--- src/hdl/mbb_pkg.sv ---
// Shared types, sizes and codes for the message byte buffer.
// No dependencies; every other file refers to it by scoped names.
`default_nettype none

package mbb_pkg;

    localparam int BUFFER_BYTES = 1024;
    localparam int POS_W        = $clog2(BUFFER_BYTES + 1);
    localparam int CAP_W        = 11;
    localparam int FILL_W       = 11;
    localparam int CALC_W       = ((POS_W > CAP_W) ? POS_W : CAP_W) + 1;
    localparam int LANES        = 4;
    localparam int BANK_DEPTH   = (BUFFER_BYTES + LANES - 1) / LANES;
    localparam int BANK_AW      = (BANK_DEPTH > 1) ? $clog2(BANK_DEPTH) : 1;
    localparam int CFG_DW       = 32;
    localparam int CFG_AW       = 3;

    localparam logic REG_CAPACITY = 1'b0;
    localparam logic REG_ALLOW    = 1'b1;
    localparam logic [CAP_W-1:0] CAPACITY_RESET = CAP_W'(1024);

    typedef enum logic [1:0] {
        OP_BEGIN_WRITE = 2'd0,
        OP_WRITE       = 2'd1,
        OP_BEGIN_READ  = 2'd2,
        OP_READ        = 2'd3
    } t_op;

    typedef enum logic [1:0] {
        SZ_BYTE = 2'd0,
        SZ_HALF = 2'd1,
        SZ_WORD = 2'd2
    } t_size;

    typedef enum logic [1:0] {
        ST_OK       = 2'd0,
        ST_UNDERRUN = 2'd1,
        ST_WRAPPED  = 2'd2,
        ST_REFUSED  = 2'd3
    } t_status;

    typedef enum logic [1:0] {
        S_IDLE = 2'd0,
        S_READ = 2'd1,
        S_OUT  = 2'd2
    } t_state;

    typedef struct packed {
        logic [CAP_W-1:0] capacity;
        logic             allow;
    } t_cfg;

    typedef struct packed {
        logic accept;    // load the beat on the input side
        logic assemble;  // bank read data is valid, build the read value
    } t_cmd;

    typedef struct packed {
        logic in_is_read;
    } t_sts;

    // bytes moved by a size code; zero for the unused code
    function automatic logic [2:0] size_len(input logic [1:0] code);
        logic [2:0] len;
        unique case (code)
            SZ_BYTE: len = 3'd1;
            SZ_HALF: len = 3'd2;
            SZ_WORD: len = 3'd4;
            default: len = 3'd0;
        endcase
        return len;
    endfunction

endpackage

`default_nettype wire

--- src/hdl/mbb_ctrl.sv ---
// Controller FSM: sequences accept, bank read and result hold.
// Depends on mbb_pkg.
`default_nettype none

module mbb_ctrl (
    input  wire logic          i_clk,
    input  wire logic          i_rst_n,
    input  wire logic          i_s_tvalid,
    input  wire logic          i_m_tready,
    input  wire mbb_pkg::t_sts i_sts,
    output logic               o_s_tready,
    output logic               o_m_tvalid,
    output mbb_pkg::t_cmd      o_cmd
);

    mbb_pkg::t_state r_state;
    mbb_pkg::t_state n_state;
    logic            take;

    // a held result leaving this cycle frees the block for a new beat
    assign take = i_s_tvalid &
                  ((r_state == mbb_pkg::S_IDLE) | ((r_state == mbb_pkg::S_OUT) & i_m_tready));

    always_comb begin
        n_state = r_state;
        unique case (r_state)
            mbb_pkg::S_IDLE: begin
                if (take) n_state = i_sts.in_is_read ? mbb_pkg::S_READ : mbb_pkg::S_OUT;
            end
            mbb_pkg::S_READ: begin
                n_state = mbb_pkg::S_OUT;
            end
            mbb_pkg::S_OUT: begin
                if (take) n_state = i_sts.in_is_read ? mbb_pkg::S_READ : mbb_pkg::S_OUT;
                else if (i_m_tready) n_state = mbb_pkg::S_IDLE;
            end
            default: n_state = mbb_pkg::S_IDLE;
        endcase
    end

    always_comb begin
        o_s_tready      = (r_state == mbb_pkg::S_IDLE) |
                          ((r_state == mbb_pkg::S_OUT) & i_m_tready);
        o_m_tvalid      = (r_state == mbb_pkg::S_OUT);
        o_cmd.accept    = o_s_tready & i_s_tvalid;
        o_cmd.assemble  = (r_state == mbb_pkg::S_READ);
    end

    always_ff @(posedge i_clk) begin
        if (!i_rst_n) r_state <= mbb_pkg::S_IDLE;
        else          r_state <= n_state;
    end

endmodule

`default_nettype wire

--- config.mk ---
export PLATFORM = sky130hd
export DESIGN_NAME = mbb_ctrl
export DESIGN_NICKNAME = d
export VERILOG_FILES = /design/src/hdl/mbb_pkg.sv /design/src/hdl/mbb_ctrl.sv
export SDC_FILE = /design/constraint.sdc
export NUM_CORES = 1
export LEC_CHECK = 0
export ABC_AREA = 1
export BUFFER_PORTS_ARGS = -buffer_cell sky130_fd_sc_hd__buf_2
export CORE_AREA = 2 2 39 41
export DETAILED_ROUTE_END_ITERATION = 8
export DIE_AREA = 0 0 41 43
export PLACE_DENSITY = 0.35
export SLEW_MARGIN = 20
export SYNTH_ARGS = -nofsm -noshare
export SYNTH_HDL_FRONTEND = slang
export SYNTH_SLANG_ARGS = --single-unit
export TNS_END_PERCENT = 100
--- constraint.sdc ---
create_clock -name i_clk -period 0.9 [get_ports i_clk]
set_clock_uncertainty 0.2 [all_clocks]
set_input_delay 0.135 -clock i_clk [delete_from_list [all_inputs] [get_ports i_clk]]
set_output_delay 0.135 -clock i_clk [all_outputs]
set_load 0.02 [all_outputs]
==> metrics.md <==
| Metric | Value |
|---|---|
| Clock transition at path regs | `30 ps` |
| Number of core rows | `14` |
| Ports | `9` |
| Most common cell in the netlist | `inv_1` |
| Total Wirelength | `approximately 330 um` |
| Vias in the first global route | `~130` |
| Die W | `between 40 and 50 um` |
| Biggest regs | `r_state (2)` |
| Die area | `1760 um^2` |
| Fin. Hold Viols | `2` |
| Register-to-register setup slack | `-260 ps` |
| Sequential fraction of the synthesis area | `0.299` |
| TritonCTS Sinks | `2` |
| Remaining DRCs | `0` |
| Area leader, netlist | `dfxtp_1` |
| RSZ-0062 raised after global routing | `yes` |
| Net load switching power | `109 uW` |
| Die Ht | `43 um` |
| Final setup margin | `-360 ps` |
| 1st-iter DRT viols | `1` |
| Slew HR | `0.920` |
| Worst hold margin | `-34.2 ps` |
| Overall Power | `around 400 uW` |
| CP max-delay cell | `dfxtp_4` |
| Initial Utilization | `0.0967` |
| Met3 Usage GRT | `0.0314` |
| Ys async rst share | `0` |
| P_int | `291 uW` |
| Synth area leaders | `dfxtp_1 30%, inv_1 22%, nand2_1 8.4%` |
| Final worst path period need | `1260 ps` |
| First-pass GRT wire length | `a little over 500 um` |
| GR peak layer | `met4` |
| Layout cells sized above 1 | `0.735` |
| Syn Std Cell Area | `~130 um^2` |
| H-tree levels | `1` |
| Cell family with most CP delay | `flip-flops` |
| Setup violators final | `6` |
| Clk root buf | `clkbuf_4` |
| CTS Buffer Depth | `2` |
| Crit-path max cell delay | `roughly 350 ps` |
| Ant. Diodes | `0` |
| EDFF count, synth | `0` |
| Global route overflow | `0` |
| WP buf/inv | `2` |
| Combinational Power Share | `0.257` |
| Fmax | `794 MHz` |
| Worst path cell trace | `a21oi_4 -> nand2_2 -> inv_2 -> buf_6` |
| Crit start category | `flop` |
| Outcome | `finished, violations left` |
| Cells after Synth | `21` |
| DPL Wire Length | `243 um` |
| Worst-Margin Slew | `about 120 ps` |
| Syn_nets | `26` |
| Reg with most FFs | `r_state` |
| CP endpoint kind | `primary output` |
| HP Class | `in -> reg` |
| All-Layer GR Usage | `0.0511` |
| GP Congestion | `0.566` |
| Max reg flops | `2` |
| Final period utilization | `1.40` |
| # nets final | `41` |
| Required @ worst endpoint | `560 ps` |
| Critical Path AT | `just over 900 ps` |
| Flops & latches, synth | `2` |
| Peak fanout along the critical path | `4` |
| CTS tree | `yes` |
| WL/cell | `6.66 um` |
| TritonCTS Buffers | `3` |
| Clock Power Share | `0.488` |
| Pin count of the biggest net entering global routing | `5` |
| Net Sw Frac | `0.273` |
| Post-DR vias/cell | `3.06` |
| Max-slew violations | `0` |
| Area Growth Syn to Fin | `102%` |
| VDD IR-drop max | `roughly 0.28 mV` |
| Crit path kind | `reg -> out` |
| Flop pwr share | `0.255` |
| Core Area | `1380 um^2` |
| Most instantiated cells after synthesis | `8 x inv_1, 3 x nand2_1, 2 x dfxtp_1` |
| Via count | `153` |
| Max cap viols | `0` |
| Final ANT Viol Nets | `0` |
| Total iterations of the first detailed-routing run | `2` |
| Synth warnings | `0` |
| Routing usage on met1 | `0.0703` |
| Post-place setup slack | `-155 ps` |
| Share of the synthesized area in the top cell type | `0.299` |
| Initial antenna violation count | `0` |
| Worst-skew pair later-pin latency | `between 200 and 250 ps` |
| Power per cell area | `1480 nW/um^2` |
| PortBufs | `8` |
| Failing checks | `hold timing, setup timing` |
| Lkg Pwr | `approximately 0.14 nW` |
| Top FF cell, synth | `dfxtp_1` |
| Netlist cell types | `11` |
| Syn avg cell area | `between 6 and 7 um^2` |
| Met2 GRT Util | `0.0344` |
-- final timing paths --
check | from | to | cells after the start
setup / recovery | r_state[1] | o_cmd[1] | 4
hold / removal | i_sts | r_state[0] | 3
setup reg to reg | r_state[1] | r_state[0] | 5
hold reg to reg | r_state[1] | r_state[1] | 3
-- worst reg2reg max path, stage by stage (launching register included) --
cell and delay, ps:
dfxtp_4 350, a21oi_4 130, nand2_2 70, buf_4 130
buf_4 120, nor3_2 80
-- what timing repair did --
item / CTS / global route
buffers inserted: 0 / 1
hold endpoints to repair: 2 / 2
setup endpoints to repair: 6 / 6
resized for setup: 2 / 8
pin swaps: 0 / 1
-- power groups by stage --
stage | Sequential (mW) | Combinational [mW] | Clock, mW
after floorplan | 0.104 | 0.0583 | 0
after global placement | 0.106 | 0.0831 | 0
after detailed placement | 0.105 | 0.0830 | 0
after CTS | 0.104 | 0.0876 | 0.211
after global routing | 0.103 | 0.113 | 0.217
final | 0.102 | 0.103 | 0.195
-- logic make-up after synthesis --
logic type	Yosys count	synth area share
AND/OR/NAND/NOR	8	0.318
flip-flops	2	0.299
buffers and inverters	9	0.280
AO/OA/AOI/OAI	2	0.103
-- layout make-up --
class / instances / area, um^2
inverters: 8 / 30.0
repair buffers: 11 / 77.6
clock buffers: 3 / 22.5
multi-input cells: 10 / 72.6
fillers: 155 / 1110
flip-flops and latches: 2 / 47.5
well taps: 16 / 20.0
-- metrics by stage --
step / hold WS (ps) / setup TNS, ps / area [um^2] / utilization / std cells
4_1_cts: -49.3 / -1600 / 241 / 0.175 / 49
3_5_place_dp: 190 / -649 / 214 / 0.155 / 46
6_report: -34.2 / -1550 / 270 / 0.195 / 50
2_1_floorplan: 65.8 / -369 / 150 / - / 21
3_3_place_gp: 192 / -657 / 214 / 0.155 / 46
5_1_grt: -34.6 / -1880 / 270 / 0.195 / 50
-- cell usage in the layout, fill, tap and decap left out, drive strengths merged --
cell and count:
nor3 1, nand2 4, nand4 1, dfxtp 2
nand3 1, nor2 1, a21oi 2, buf 11
clkbuf 3, inv 8
-- layer usage --
metal	up-vias	routed length, um
met5	-	0
met4	0	0
met2	7	125
met3	0	31
met1	60	175
li1	86	-
(Power assumes the default switching activity.)
