## src/hdl/mbb_pkg.sv

```systemverilog
// Shared types, sizes and codes for the message byte buffer.
// No dependencies; every other file refers to it by scoped names.
`default_nettype none

package mbb_pkg;

    localparam int BUFFER_BYTES = 1024;
    localparam int POS_W        = $clog2(BUFFER_BYTES + 1);
    localparam int CAP_W        = 11;
    localparam int FILL_W       = 11;
    localparam int CALC_W       = ((POS_W > CAP_W) ? POS_W : CAP_W) + 1;
    localparam int LANES        = 4;
    localparam int BANK_DEPTH   = (BUFFER_BYTES + LANES - 1) / LANES;
    localparam int BANK_AW      = (BANK_DEPTH > 1) ? $clog2(BANK_DEPTH) : 1;
    localparam int CFG_DW       = 32;
    localparam int CFG_AW       = 3;

    localparam logic REG_CAPACITY = 1'b0;
    localparam logic REG_ALLOW    = 1'b1;
    localparam logic [CAP_W-1:0] CAPACITY_RESET = CAP_W'(1024);

    typedef enum logic [1:0] {
        OP_BEGIN_WRITE = 2'd0,
        OP_WRITE       = 2'd1,
        OP_BEGIN_READ  = 2'd2,
        OP_READ        = 2'd3
    } t_op;

    typedef enum logic [1:0] {
        SZ_BYTE = 2'd0,
        SZ_HALF = 2'd1,
        SZ_WORD = 2'd2
    } t_size;

    typedef enum logic [1:0] {
        ST_OK       = 2'd0,
        ST_UNDERRUN = 2'd1,
        ST_WRAPPED  = 2'd2,
        ST_REFUSED  = 2'd3
    } t_status;

    typedef enum logic [1:0] {
        S_IDLE = 2'd0,
        S_READ = 2'd1,
        S_OUT  = 2'd2
    } t_state;

    typedef struct packed {
        logic [CAP_W-1:0] capacity;
        logic             allow;
    } t_cfg;

    typedef struct packed {
        logic accept;    // load the beat on the input side
        logic assemble;  // bank read data is valid, build the read value
    } t_cmd;

    typedef struct packed {
        logic in_is_read;
    } t_sts;

    // bytes moved by a size code; zero for the unused code
    function automatic logic [2:0] size_len(input logic [1:0] code);
        logic [2:0] len;
        unique case (code)
            SZ_BYTE: len = 3'd1;
            SZ_HALF: len = 3'd2;
            SZ_WORD: len = 3'd4;
            default: len = 3'd0;
        endcase
        return len;
    endfunction

endpackage

`default_nettype wire

```

## src/hdl/mbb_regs.sv

```systemverilog
// Configuration registers behind a small APB-style port.
// Depends on mbb_pkg.
`default_nettype none

module mbb_regs (
    input  wire logic                        i_clk,
    input  wire logic                        i_rst_n,
    input  wire logic                        psel,
    input  wire logic                        penable,
    input  wire logic                        pwrite,
    input  wire logic [mbb_pkg::CFG_AW-1:0]  paddr,
    input  wire logic [mbb_pkg::CFG_DW-1:0]  pwdata,
    output logic      [mbb_pkg::CFG_DW-1:0]  prdata,
    output logic                             pready,
    output mbb_pkg::t_cfg                    o_cfg
);

    logic [mbb_pkg::CAP_W-1:0] r_capacity;
    logic                      r_allow;
    logic                      wr_hit;

    assign pready = 1'b1;
    assign wr_hit = psel & penable & pwrite & pready;

    always_ff @(posedge i_clk) begin
        if (!i_rst_n) begin
            r_capacity <= mbb_pkg::CAPACITY_RESET;
            r_allow    <= 1'b0;
        end else if (wr_hit) begin
            unique case (paddr[2])
                mbb_pkg::REG_CAPACITY: r_capacity <= pwdata[mbb_pkg::CAP_W-1:0];
                mbb_pkg::REG_ALLOW:    r_allow    <= pwdata[0];
            endcase
        end
    end

    always_comb begin
        unique case (paddr[2])
            mbb_pkg::REG_CAPACITY: prdata = mbb_pkg::CFG_DW'(r_capacity);
            mbb_pkg::REG_ALLOW:    prdata = mbb_pkg::CFG_DW'(r_allow);
        endcase
    end

    assign o_cfg.capacity = r_capacity;
    assign o_cfg.allow    = r_allow;

endmodule

`default_nettype wire

```

## config.mk

```make
export PLATFORM = sky130hd
export DESIGN_NAME = mbb_regs
export DESIGN_NICKNAME = d
export VERILOG_FILES = /design/src/hdl/mbb_pkg.sv /design/src/hdl/mbb_regs.sv
export SDC_FILE = /design/constraint.sdc
export NUM_CORES = 1
export LEC_CHECK = 0
export BUFFER_PORTS_ARGS = -buffer_cell sky130_fd_sc_hd__buf_2
export CAP_MARGIN = 5
export CORE_MARGIN = 2
export CORE_UTILIZATION = 36
export DETAILED_ROUTE_END_ITERATION = 6
export PLACE_DENSITY = 0.86
export SLEW_MARGIN = 40
export SYNTH_ARGS = -nofsm -noshare
export SYNTH_HDL_FRONTEND = slang
export SYNTH_SLANG_ARGS = --single-unit
```

## constraint.sdc

```tcl
create_clock -name i_clk -period 2 [get_ports i_clk]
set_input_delay 0 -clock i_clk [delete_from_list [all_inputs] [get_ports i_clk]]
set_output_delay 0 -clock i_clk [all_outputs]
set_load 0.01 [all_outputs]
```

==> flow_summary_export.csv, run 1 <==
group,metric,value,unit
route,drc_errors,0,
global_route,grt_max_degree,24,
logic_synthesis,synth_top_cell_by_area,"dfxtp_1",
critical_path,criticalPathCategory,"register to output pin",
global_route,antenna_found_initial,0,
logic_synthesis,yosysWarnings,0,
timing,period_share,0.485,
power_and_ir_drop,ir_drop,0.263,mV
logic_synthesis,yosys.area_share.simple,0.229,
timing,setup_tns,0,ns
critical_path,arrival,0.97,ns
timing,slew_violations,0,
die,die_w,50.0,µm
outcome,status,"complete, no violations",
hold_path,hold_class,"primary input to register",
timing,fmax,1.03,GHz
die,std_cell_rows,16,
timing,finClkSkew,0,ns
power_and_ir_drop,switchingPower,0.128,mW
logic_synthesis,ys_seq_area_frac,0.316,
critical_path,start_kind,"register",
power_and_ir_drop,power_density,488,nW/µm²
timing,hold_viol,0,
clocking,htree_levels,1,
final_layout,finalNetCount,177,
logic_synthesis,yosysMostFrequentCell,"buf_4",
run,cap_violations,0,
logic_synthesis,synthMuxAreaShare,0.173,
route,via_count,641,
clocking,cts.root.buffer_cell,"clkbuf_4",
final_layout,final_util,0.499,
logic_synthesis,netlist_instances,89,
power_and_ir_drop,power_frac_seq,0.512,
clocking,cts_tree,"yes",
placement,post-dp-hpwl,1060,µm
placement,port_buffers,39,
logic_synthesis,netlist_area,761,µm²
global_route,grt_pass1_vias,564,
global_route,track_usage,0.133,
logic_synthesis,netlist.area_leader.share,0.316,
die,coreArea,1980,µm²
critical_path,critPathCaptureType,"output pin",
logic_synthesis,synth.area.top_cells,"dfxtp_1 (32%), buf_4 (23%), mux2i_1 (16%), nand2_1 (10%), nor2b_1 (9.9%)",
clocking,cts_buffers,3,
timing,grt_setup_unrepaired,"false",
timing,period_needed,0.970,ns
logic_synthesis,yosys.area_share.xor_xnor,0,
clocking,cts_buffer_depth,2,
logic_synthesis,synth_common_cells,"buf_4 (23), nand2_1 (21), dfxtp_1 (12), mux2i_1 (12), nor2b_1 (12)",
route,ant_nets,0,
logic_synthesis,synth_cell_types,11,
power_and_ir_drop,switching_share,0.264,
timing,setup_viol,0,
route,wire_per_inst,9.57,µm
global_route,grt_overflow,0,
power_and_ir_drop,p_int,0.356,mW
final_layout,drive_gt1_frac,0.326,
logic_synthesis,synth-seq-cells,12,
route,drtIter0Drc,9,
route,viasPerCell,3.96,
power_and_ir_drop,pwr-share-clk,0.293,
logic_synthesis,synth-compound-area-share,0,
die,ioPinCount,85,
placement,place_ws,0.974,ns
logic_synthesis,synth_top_family_by_area,"buffers and inverters",
power_and_ir_drop,power,0.483,mW
final_layout,fin_area,990,µm²
clocking,cts_sinks,12,
clocking,clk_latency,0.26,ns
logic_synthesis,syn_area_per_cell,8.55,µm²
final_layout,n_antenna_cell,0,
die,die_area,2500,µm²
logic_synthesis,synth_flop_cell,"dfxtp_1",
route,wl,1550,µm
final_layout,syn_to_final_growth,30.1,%
critical_path,cp.required,2.00,ns
logic_synthesis,synth_edf_count,0,
critical_path,critPathMaxFanout,3,
die,fp.dieH,50.0,µm
logic_synthesis,synthArstFlopShare,0,
die,start_util,0.384,
timing,fin_ws,1.03,ns
placement,gp_congestion,0.680,
global_route,grt_pass1_wl,2480,µm
clocking,clk_pin_slew,0.07,ns
placement,place_area,857,µm²
logic_synthesis,synth_fa_ha_area_frac,0,
route,firstDrtPassIters,4,
power_and_ir_drop,p_comb_frac,0.195,
power_and_ir_drop,power_leakage,0.515,nW
power by group through the flow:
stage,registers [mW],clock network (mW),logic [mW]
detailed placement,0.253,0,0.0772
finish,0.247,0.142,0.0941
floorplan,0.255,0,0.0815
global placement,0.252,0,0.0754
CTS,0.247,0.151,0.0935
global route,0.248,0.165,0.105
what timing repair did:
action                     CTS  global route
gates resized for setup      0             0
hold endpoints to repair    11             0
hold buffers                11             0
buffers inserted             0             0
setup endpoints to repair    0             0
per-layer routing:
metal	routed length (µm)	vias up	GRT usage
met3	128	0	0.0303
met1	613	278	0.143
met4	0	0	0.0556
met2	810	37	0.247
li1	-	326	-
met5	0	-	0
critical path, stage by stage, from the launching register on:
cell	delay, ns
dfxtp_1	0.32
mux2_2	0.26
buf_2	0.14
cells by family after synthesis:
family | after synthesis
AND/OR/NAND/NOR | 35
buffers and inverters | 27
multiplexers | 13
flip-flops | 12
other | 2
registers in the layout (all words and copies together), names as in the netlist:
signal	cells
r_capacity	11
r_allow	1
through the flow:
| stage | instances | hold slack (ns) |
|---|---|---|
| floorplan | 109 | 0.142 |
| global placement | 148 | 0.248 |
| detailed placement | 148 | 0.255 |
| CTS | 162 | 0.0424 |
| global route | 162 | 0.0477 |
| finish | 162 | 0.0528 |
worst paths after layout:
path	slack, ns	to	cells past startpoint	startpoint
worst max-delay path	1.03	prdata[0]	2	r_allow
worst min-delay path	0.05	r_allow	3	penable
worst max register to register	1.39	r_capacity[3]	2	r_capacity[3]
worst min register to register	0.47	r_capacity[8]	2	r_capacity[8]
cells in the final DEF, fill, tap and decap left out:
master         Yosys  routed
dlygate4sd3_1      0      11
clkbuf_4           0       3
mux2_2             1       1
buf_2              3      39
dfxtp_1           12      12
conb_1             2      22
and4b_4            1       1
nor2b_1           12      12
mux2i_1           12      12
nand2_1           21      21
nand4_1            1       1
layout make-up:
class                           instances  area (µm²)
Clock buffer                            3        22.5
Tap cell                               27        33.8
Sequential cell                        12         240
Multi-Input combinational cell         70         388
Fill cell                             198         992
Timing Repair Buffer                   50         305
(Power assumes the default switching activity.)
==> inputs of run 2 (changes only) <==
Settings changed: CORE_UTILIZATION 36 to 33, PLACE_DENSITY 0.86 to 0.8.
Clock period 2 ns to 0.9 ns, I/O delays scaled along.
==> run 2 against run 1 <==
Against the previous run:
- the run now ends with negative setup slack left
- sequential share of layout area barely moved
- cell count rose by 2.5%
- final area rose by 6.4%
- global-route usage fell by 0.49 points
- largest cell class unchanged
- clock power rose by 120%
- critical endpoint unchanged
==> flow_summary_export.csv, run 2 (same netlist as run 1, synthesis figures left out) <==
group,metric,value,unit
final_layout,fin_area,1050,µm²
timing,slew_violations,0,
outcome,failed_checks,"negative setup slack",
route,via_count,677,
clocking,htree_levels,1,
global_route,grt_pass1_vias,573,
timing,period_share,1.07,
critical_path,critPathMaxFanout,2,
die,die_area,2710,µm²
placement,place_area,881,µm²
power_and_ir_drop,power_frac_seq,0.503,
critical_path,criticalPathCategory,"register to output pin",
clocking,clk_latency,0.26,ns
final_layout,drive_gt1_frac,0.464,
die,coreArea,2190,µm²
final_layout,final_cell_mix,"buf_2 (37), conb_1 (22), nand2_1 (21)",
final_layout,top_regs,"r_capacity x11, r_allow x1",
final_layout,n_antenna_cell,0,
critical_path,critPathCaptureType,"output pin",
timing,fin_ws,-0.0672,ns
clocking,cts_buffers,3,
clocking,cts_tree,"yes",
route,drc_errors,0,
clocking,cts.root.buffer_cell,"clkbuf_4",
power_and_ir_drop,p_int,0.801,mW
route,wire_per_inst,10.5,µm
global_route,grt_max_degree,13,
route,viasPerCell,4.08,
route,wl,1740,µm
die,die_w,52.0,µm
timing,grt_setup_unrepaired,"true",
timing,period_needed,0.967,ns
placement,port_buffers,39,
critical_path,start_kind,"register",
outcome,status,"complete, but fails checks",
final_layout,layout_commonest_cell,"buf_2",
route,firstDrtPassIters,4,
global_route,track_usage,0.128,
die,start_util,0.347,
clocking,cts_sinks,12,
global_route,grt_overflow,0,
power_and_ir_drop,power_leakage,0.538,nW
die,ioPinCount,85,
timing,finClkSkew,0,ns
timing,setup_tns,-0.0672,ns
timing,setup_viol,1,
placement,gp_congestion,0.663,
timing,fmax,1.03,GHz
critical_path,cp.required,0.90,ns
timing,hold_viol,0,
global_route,grt_pass1_wl,2510,µm
route,ant_nets,0,
global_route,antenna_found_initial,0,
power_and_ir_drop,switchingPower,0.296,mW
placement,post-dp-hpwl,1250,µm
die,fp.dieH,52.0,µm
power_and_ir_drop,p_comb_frac,0.207,
critical_path,arrival,0.97,ns
hold_path,hold_class,"primary input to register",
power_and_ir_drop,switching_share,0.270,
power_and_ir_drop,pwr-share-clk,0.291,
die,std_cell_rows,17,
final_layout,syn_to_final_growth,38.5,%
final_layout,largest_reg_flops,11,
power_and_ir_drop,power_density,1040,nW/µm²
final_layout,regMostFlops,"r_capacity",
clocking,clk_pin_slew,0.07,ns
final_layout,nFillCells,229,
power_and_ir_drop,power,1.10,mW
power_and_ir_drop,ir_drop,0.519,mV
clocking,cts_buffer_depth,2,
final_layout,final_util,0.481,
route,drtIter0Drc,3,
run,cap_violations,0,
final_layout,finalNetCount,180,
-- run 2: cell types whose count changed in the layout (fill, tap and decap cells not counted) --
cell           change
buf_2              -2
buf_4              +5
buf_6              +2
dfxtp_1           -12
dfxtp_2           +12
dlygate4sd3_1      -2
nor2b_1            -3
nor2b_2            +1
nor2b_4            +2
-- run 2: timing repair --
item	4_1_cts	5_1_grt
resized for setup	3	15
endpoints found under the setup margin	1	11
hold buffers	9	0
buffers inserted	2	0
gates cloned	0	0
endpoints found under the hold margin	9	0
-- run 2: layout make-up --
class	instances	area (µm²)	area share
well taps	28	35.0	0.0333
repair buffers	53	335	0.318
multi-input cells	70	405	0.385
clock buffers	3	22.5	0.0214
flip-flops and latches	12	255	0.242
-- run 2: through the flow --
| stage | hold WS (ns) | instances | setup WS (ns) |
|---|---|---|---|
| finish | 0.00861 | 166 | -0.0672 |
| global route | 0.00129 | 166 | -0.102 |
| CTS | 0.00537 | 166 | -0.0732 |
| detailed placement | 0.257 | 152 | -0.0161 |
| global placement | 0.248 | 152 | 0.0433 |
| floorplan | 0.142 | 109 | 0.207 |
-- run 2: critical path, cell delays in order (launching register included) --
cell and delay [ns]:
dfxtp_2 0.32, mux2_2 0.26, buf_6 0.12
-- run 2: power by group through the flow --
stage | logic, mW | clock network (mW) | registers [mW]
after floorplan | 0.181 | 0 | 0.567
after global placement | 0.178 | 0 | 0.561
after detailed placement | 0.185 | 0 | 0.562
after CTS | 0.220 | 0.334 | 0.549
after global routing | 0.249 | 0.355 | 0.553
final | 0.227 | 0.319 | 0.551
-- run 2: worst paths after layout --
path | start | endpoint | slack, ns | depth (start not counted)
worst min-delay path | pwdata[10] | r_capacity[10] | 0.009 | 3
worst min register to register | r_capacity[8] | r_capacity[8] | 0.46 | 2
worst max-delay path | r_capacity[0] | prdata[0] | -0.07 | 2
worst max register to register | r_capacity[0] | r_capacity[0] | 0.22 | 3
-- run 2: routing by layer --
metal  up-vias  track usage  part of all wire
li1        336            -                 -
met4         0       0.0614                 0
met2        32        0.245              0.54
met1       309        0.127              0.40
met3         0       0.0316             0.060
met5         -            0                 0
